$ cat config.mk
export PLATFORM = sky130hd
export DESIGN_NAME = pllt_ctrl
export DESIGN_NICKNAME = d
export VERILOG_FILES = /design/src/pllt_pkg.sv /design/src/pllt_ctrl.sv
export VERILOG_INCLUDE_DIRS = /design/src /design/src/src
export SDC_FILE = /design/constraint.sdc
export NUM_CORES = 1
export LEC_CHECK = 0
export BUFFER_PORTS_ARGS = -buffer_cell sky130_fd_sc_hd__buf_2
export CAP_MARGIN = 10
export CORE_MARGIN = 2
export CORE_UTILIZATION = 34
export CTS_CLUSTER_SIZE = 14
export DETAILED_ROUTE_END_ITERATION = 12
export SLEW_MARGIN = 10
export SYNTH_ARGS = -nofsm -noshare
export SYNTH_HDL_FRONTEND = slang
export SYNTH_SLANG_ARGS = --single-unit
$ cat constraint.sdc
create_clock -name i_clk -period 1.7 [get_ports i_clk]
set_input_delay 0.255 -clock i_clk [delete_from_list [all_inputs] [get_ports i_clk]]
set_output_delay 0.255 -clock i_clk [all_outputs]
set_load 0.01 [all_outputs]
$ cat src/pool_linked_list_table_defines.svh
// Assertion macros shared by the pool linked list table modules.
`ifndef POOL_LINKED_LIST_TABLE_DEFINES_SVH
`define POOL_LINKED_LIST_TABLE_DEFINES_SVH

`ifndef SYNTHESIS

// Checks a property at every clock edge outside reset.
`define PLLT_ASSERT(name, clk, rst_n, prop) \
    name: assert property (@(posedge clk) disable iff (!rst_n) prop) \
        else $error("pllt assertion failed");

// Checks a condition on the edge right after a reset cycle.
`define PLLT_ASSERT_RESET(name, clk, rst_n, expr) \
    name: assert property (@(posedge clk) !rst_n |=> expr) \
        else $error("pllt reset assertion failed");

`else

`define PLLT_ASSERT(name, clk, rst_n, prop)
`define PLLT_ASSERT_RESET(name, clk, rst_n, expr)

`endif

`endif

$ cat src/pllt_pkg.sv
// Shared types, codes and helpers of the pool linked list table.
`default_nettype none

package pllt_pkg;

    localparam int POOL_SLOTS = 128;
    localparam int SLOT_W     = (POOL_SLOTS > 1) ? $clog2(POOL_SLOTS) : 1;
    localparam int CMD_W      = 3;
    localparam int ID_W       = 16;
    localparam int TAG_W      = 16;
    localparam int STATUS_W   = 2;
    localparam int SLOT_OUT_W = 7;

    typedef logic [SLOT_W-1:0] t_slot_idx;

    typedef struct packed {
        logic      valid;
        t_slot_idx next;
    } t_link;

    typedef enum logic [CMD_W-1:0] {
        CMD_REINIT  = 3'd0,
        CMD_APPEND  = 3'd1,
        CMD_DELETE  = 3'd2,
        CMD_REPLACE = 3'd3,
        CMD_FIND    = 3'd4,
        CMD_FETCH   = 3'd5
    } t_cmd;

    typedef enum logic [STATUS_W-1:0] {
        ST_OK         = 2'd0,
        ST_FULL       = 2'd1,
        ST_NOT_FOUND  = 2'd2,
        ST_NO_HANDLER = 2'd3
    } t_status;

    typedef enum logic [1:0] {
        RD_NONE,
        RD_FREE,
        RD_HEAD,
        RD_NEXT
    } t_rd_sel;

    typedef enum logic [2:0] {
        S_IDLE,
        S_APP_TAKE,
        S_APP_LINK,
        S_WALK,
        S_DEL_PREV,
        S_DONE
    } t_state;

    // Commands from the controller to the datapath.
    typedef struct packed {
        logic    capture;
        logic    reinit;
        t_rd_sel rd_sel;
        logic    app_take;
        logic    app_link;
        logic    wr_handler;
        logic    del_unlink;
        logic    del_prev;
        logic    res_load;
        t_status res_status;
        logic    res_slot;
        logic    res_hout;
    } t_dp_cmd;

    // Status from the datapath to the controller.
    typedef struct packed {
        logic head_v;
        logic free_v;
        logic hit;
        logic link_v;
        logic handler_nz;
        logic has_prev;
        logic out_free;
    } t_dp_stat;

    // Link of a slot that has not been written since the last pool reset.
    function automatic t_link link_reset_value(t_slot_idx idx);
        logic [SLOT_W:0] nxt;
        t_link           lnk;
        nxt       = {1'b0, idx} + (SLOT_W+1)'(1);
        lnk.valid = (nxt < (SLOT_W+1)'(POOL_SLOTS));
        lnk.next  = lnk.valid ? nxt[SLOT_W-1:0] : '0;
        return lnk;
    endfunction

endpackage

`default_nettype wire

$ cat src/pllt_ctrl.sv
// Controller state machine that sequences each command over the datapath.
`default_nettype none
`include "pool_linked_list_table_defines.svh"

module pllt_ctrl
    import pllt_pkg::*;
(
    input  wire logic             i_clk,
    input  wire logic             i_rst_n,
    input  wire logic             i_in_valid,
    input  wire logic [CMD_W-1:0] i_cmd,
    output logic                  o_in_stall,
    input  wire t_dp_stat         i_stat,
    output t_dp_cmd               o_cmd_bus
);

    t_state            r_state, n_state;
    logic [CMD_W-1:0]  r_cmd, n_cmd;
    t_status           r_status, n_status;

    always_ff @(posedge i_clk) begin
        if (!i_rst_n) begin
            r_state  <= S_IDLE;
            r_cmd    <= CMD_REINIT;
            r_status <= ST_OK;
        end else begin
            r_state  <= n_state;
            r_cmd    <= n_cmd;
            r_status <= n_status;
        end
    end

    always_comb begin
        n_state              = r_state;
        n_cmd                = r_cmd;
        n_status             = r_status;
        o_cmd_bus            = '0;
        o_cmd_bus.rd_sel     = RD_NONE;
        o_cmd_bus.res_status = r_status;
        o_in_stall           = 1'b1;

        unique case (r_state)
            S_IDLE: begin
                o_in_stall = 1'b0;
                if (i_in_valid) begin
                    o_cmd_bus.capture = 1'b1;
                    n_cmd             = i_cmd;
                    n_state           = S_DONE;
                    n_status          = ST_NOT_FOUND;
                    unique case (i_cmd)
                        CMD_REINIT: begin
                            o_cmd_bus.reinit = 1'b1;
                            n_status         = ST_OK;
                        end
                        CMD_APPEND: begin
                            if (i_stat.free_v) begin
                                o_cmd_bus.rd_sel = RD_FREE;
                                n_state          = S_APP_TAKE;
                            end else begin
                                n_status = ST_FULL;
                            end
                        end
                        CMD_DELETE, CMD_REPLACE, CMD_FIND, CMD_FETCH: begin
                            if (i_stat.head_v) begin
                                o_cmd_bus.rd_sel = RD_HEAD;
                                n_state          = S_WALK;
                            end
                        end
                        default: begin
                            n_status = ST_NOT_FOUND;
                        end
                    endcase
                end
            end

            S_APP_TAKE: begin
                o_cmd_bus.app_take = 1'b1;
                n_status           = ST_OK;
                n_state            = i_stat.head_v ? S_APP_LINK : S_DONE;
            end

            S_APP_LINK: begin
                o_cmd_bus.app_link = 1'b1;
                n_state            = S_DONE;
            end

            // One list slot is compared per cycle; the next read is issued from the link.
            S_WALK: begin
                if (i_stat.hit) begin
                    n_status = ST_OK;
                    n_state  = S_DONE;
                    case (r_cmd)
                        CMD_DELETE: begin
                            o_cmd_bus.del_unlink = 1'b1;
                            if (i_stat.has_prev) begin
                                n_state = S_DEL_PREV;
                            end
                        end
                        CMD_REPLACE: begin
                            o_cmd_bus.wr_handler = 1'b1;
                        end
                        CMD_FETCH: begin
                            if (!i_stat.handler_nz) begin
                                n_status = ST_NO_HANDLER;
                            end
                        end
                        default: begin
                            n_status = ST_OK;
                        end
                    endcase
                end else if (i_stat.link_v) begin
                    o_cmd_bus.rd_sel = RD_NEXT;
                end else begin
                    n_status = ST_NOT_FOUND;
                    n_state  = S_DONE;
                end
            end

            S_DEL_PREV: begin
                o_cmd_bus.del_prev = 1'b1;
                n_state            = S_DONE;
            end

            S_DONE: begin
                if (i_stat.out_free) begin
                    o_cmd_bus.res_load = 1'b1;
                    o_cmd_bus.res_slot = (r_status == ST_OK) && (r_cmd != CMD_REINIT);
                    o_cmd_bus.res_hout = (r_status == ST_OK) && (r_cmd == CMD_FETCH);
                    n_state            = S_IDLE;
                end
            end

            default: begin
                n_state = S_IDLE;
            end
        endcase
    end

    `PLLT_ASSERT(a_walk_continues, i_clk, i_rst_n, (r_state == S_WALK && !i_stat.hit && i_stat.link_v) |=> (r_state == S_WALK))
    `PLLT_ASSERT(a_reinit_one_step, i_clk, i_rst_n, (r_state == S_IDLE && i_in_valid && i_cmd == CMD_REINIT) |=> (r_state == S_DONE && r_status == ST_OK))
    `PLLT_ASSERT(a_load_only_done, i_clk, i_rst_n, o_cmd_bus.res_load |-> (r_state == S_DONE))
    `PLLT_ASSERT_RESET(a_reset_idle, i_clk, i_rst_n, (r_state == S_IDLE))

endmodule

`default_nettype wire

==> metrics <==
cts bufs inserted=3; Startpoint Class=flip-flop; min Tclk post-route=between 1.5 and 2 ns; run status=complete, no violations; vias=slightly above 700; Netlist cell types=38; core area=roughly 1800 um^2; WP data arrival=1.44 ns; 1st-pass router iterations=4; Routed Antenna Nets=0; IO Count=28; Storage cell area=between 150 and 200 um^2; fillers=202; Synth warnings=0; initial drt markers=12; root buffer cell=clkbuf_4; antenna cells=0; DRC=0; Hold WS=~0.28 ns; fmax=a little under 600 MHz; top cell type's share of synthesized area=0.246; mean routed wirelength per cell=approximately 13 um; clk_lat worst skew=around 0.25 ns; vias in the first global route=650; global-route wire length before repair=2880 um; area delta synth->final=36.3%; LEAKAGE=between 0.3 and 0.4 nW; port buffer count=27; # setup viols final=0; Final Hold Vio Count=0; sum of buffers and inverters on the critical path=1; setup ws final=~0.0050 ns; Initial Util=0.369; synth top area cells=dfxtp_1 (25%), nor2_1 (7.5%), nand4b_1 (5.4%); Main synth FF type=dfxtp_1; Post-synth EDFFs=0; pre-CTS setup slack=0.109 ns; max-slew violations=0; Final Power=~1.1 mW; Vias/cell=about 5.2; cell area after layout=slightly below 900 um^2; top post-synthesis cells by count=nor2_1 (13), dfxtp_1 (8), nand2_1 (8); final non-filler cell total=138; post-synth top area cell=dfxtp_1; Hold-fix buffers, CTS=0; Die Span X=approximately 48 um; CTS max path bufs=2; Core Util, Final=0.503; clk_skew=between 0.002 and 0.003 ns; Min-Delay Path Class=in -> reg; largest net degree at the start of global routing=13; Final HPWL DP=around 1400 um; top-count cell post-synth=nor2_1; CTS sink count=8; Syn Area/Cell=about 8.0 um^2; grt ovf=0; Die Height=47.7 um; WL final=about 1800 um; synthesis-stage register bit count=8; # nets final=roughly 130; worst slew pin tran=a little over 0.4 ns; CTS tree=built; Tot GR Track Use=0.181; max_slew headroom=0.723; full die area=about 2300 um^2; htree depth=1; multi-input logic area=between 400 and 500 um^2; pwr dens=~1300 nW/um^2; Placed Cells=approximately 130; RSZ-0062 raised after global routing=true; Setup crit end kind=primary output; Total Neg Setup Slack=0 ns; FFs w/ async S/R, synth=0; antenna violations before repair=0; VDD IR max=0.530 mV; GPL Wtd Cong=between 0.8 and 0.9; Post-DP Area=about 800 um^2; Final period util=0.997; Cell Chain, Critical Path=or3_4, nor2_8, nand2_2, o21ai_1, buf_2; Max Cap Violations=0; post-synthesis cell count=between 80 and 90; synthesized area=651 um^2; worst setup path class=reg -> out; sequential area share after synthesis=0.246; CP max stage delay=between 0.4 and 0.5 ns; layout cells sized above 1=0.451; row count=15; WP data required=between 1 and 1.5 ns; worst-path fanout max=4; Max stage delay cell, worst path=or3_4; Syn Nets=between 90 and 100; delay-heaviest family, CP=simple AND/OR/NAND/NOR gates; clk slew on worst S/H paths=0.05 ns
cell type report:
type                       instances  area share
clock buffer                       3      0.0254
inverter                           3      0.0127
multi-input combinational         66       0.532
sequential                         8       0.188
tap                               25      0.0353
timing repair buffer              33       0.207
kinds of logic after synthesis:
logic type / Yosys count / synth area share
buffers and inverters: 7 / 0.0711
AOI/OAI and AO/OA: 19 / 0.235
xor gates and xnor gates: 1 / 0.0135
muxes: 3 / 0.0462
and+or+nand+nor: 43 / 0.388
DFF: 8 / 0.246
worst min-delay path, delay by kind of cell:
| family | cells | cell delay, ns |
|---|---|---|
| AOI/OAI and AO/OA | 2 | 0.11 |
| buffers and inverters | 1 | 0.11 |
per-layer routing:
metal	wire length (um)	vias to the layer above	track usage
li1	-	365	-
met1	774	332	0.242
met2	881	26	0.280
met3	97	0	0.0679
met4	0	0	0.0324
met5	0	-	0
path summary, 6_finish.rpt:
path | slack (ns) | to | from | cells past startpoint
hold reg to reg | 0.51 | r_status[0] | r_status[0] | 2
setup / recovery | 0.005 | o_cmd_bus[10] | r_state[0] | 5
setup reg to reg | 0.20 | r_state[0] | r_state[0] | 5
hold / removal | 0.28 | r_status[1] | i_rst_n | 3
timing repair:
| action | 4_1_cts | 5_1_grt |
|---|---|---|
| pin swaps | 3 | 4 |
| setup endpoints to repair | 5 | 9 |
| setup buffers | 4 | 0 |
| resized for setup | 5 | 8 |
placed cells by master, fill, tap and decap left out, types with 2 or more instances in the layout:
master    Yosys  final
buf_2         1     27
clkbuf_4      0      3
mux2i_1       3      3
nand3b_1      2      2
nor2_1       13     12
inv_1         3      3
a21oi_1       4      4
dfxtp_1       8      5
nand2_1       8      7
buf_4         1      5
o21ai_0       2      2
nor4_1        2      2
dfxtp_2       0      2
nor3_1        3      3
nand4b_1      4      4
power by group:
part           internal [mW]  total, mW  switching [mW]
clock                 0.0805      0.141          0.0606
sequential             0.247      0.295          0.0480
combinational          0.335      0.704           0.369
sequential cells by signal, indices dropped and copies added (netlist names):
name,cells
r_cmd,3
r_status,2
r_state,3
(Power assumes the default switching activity.)
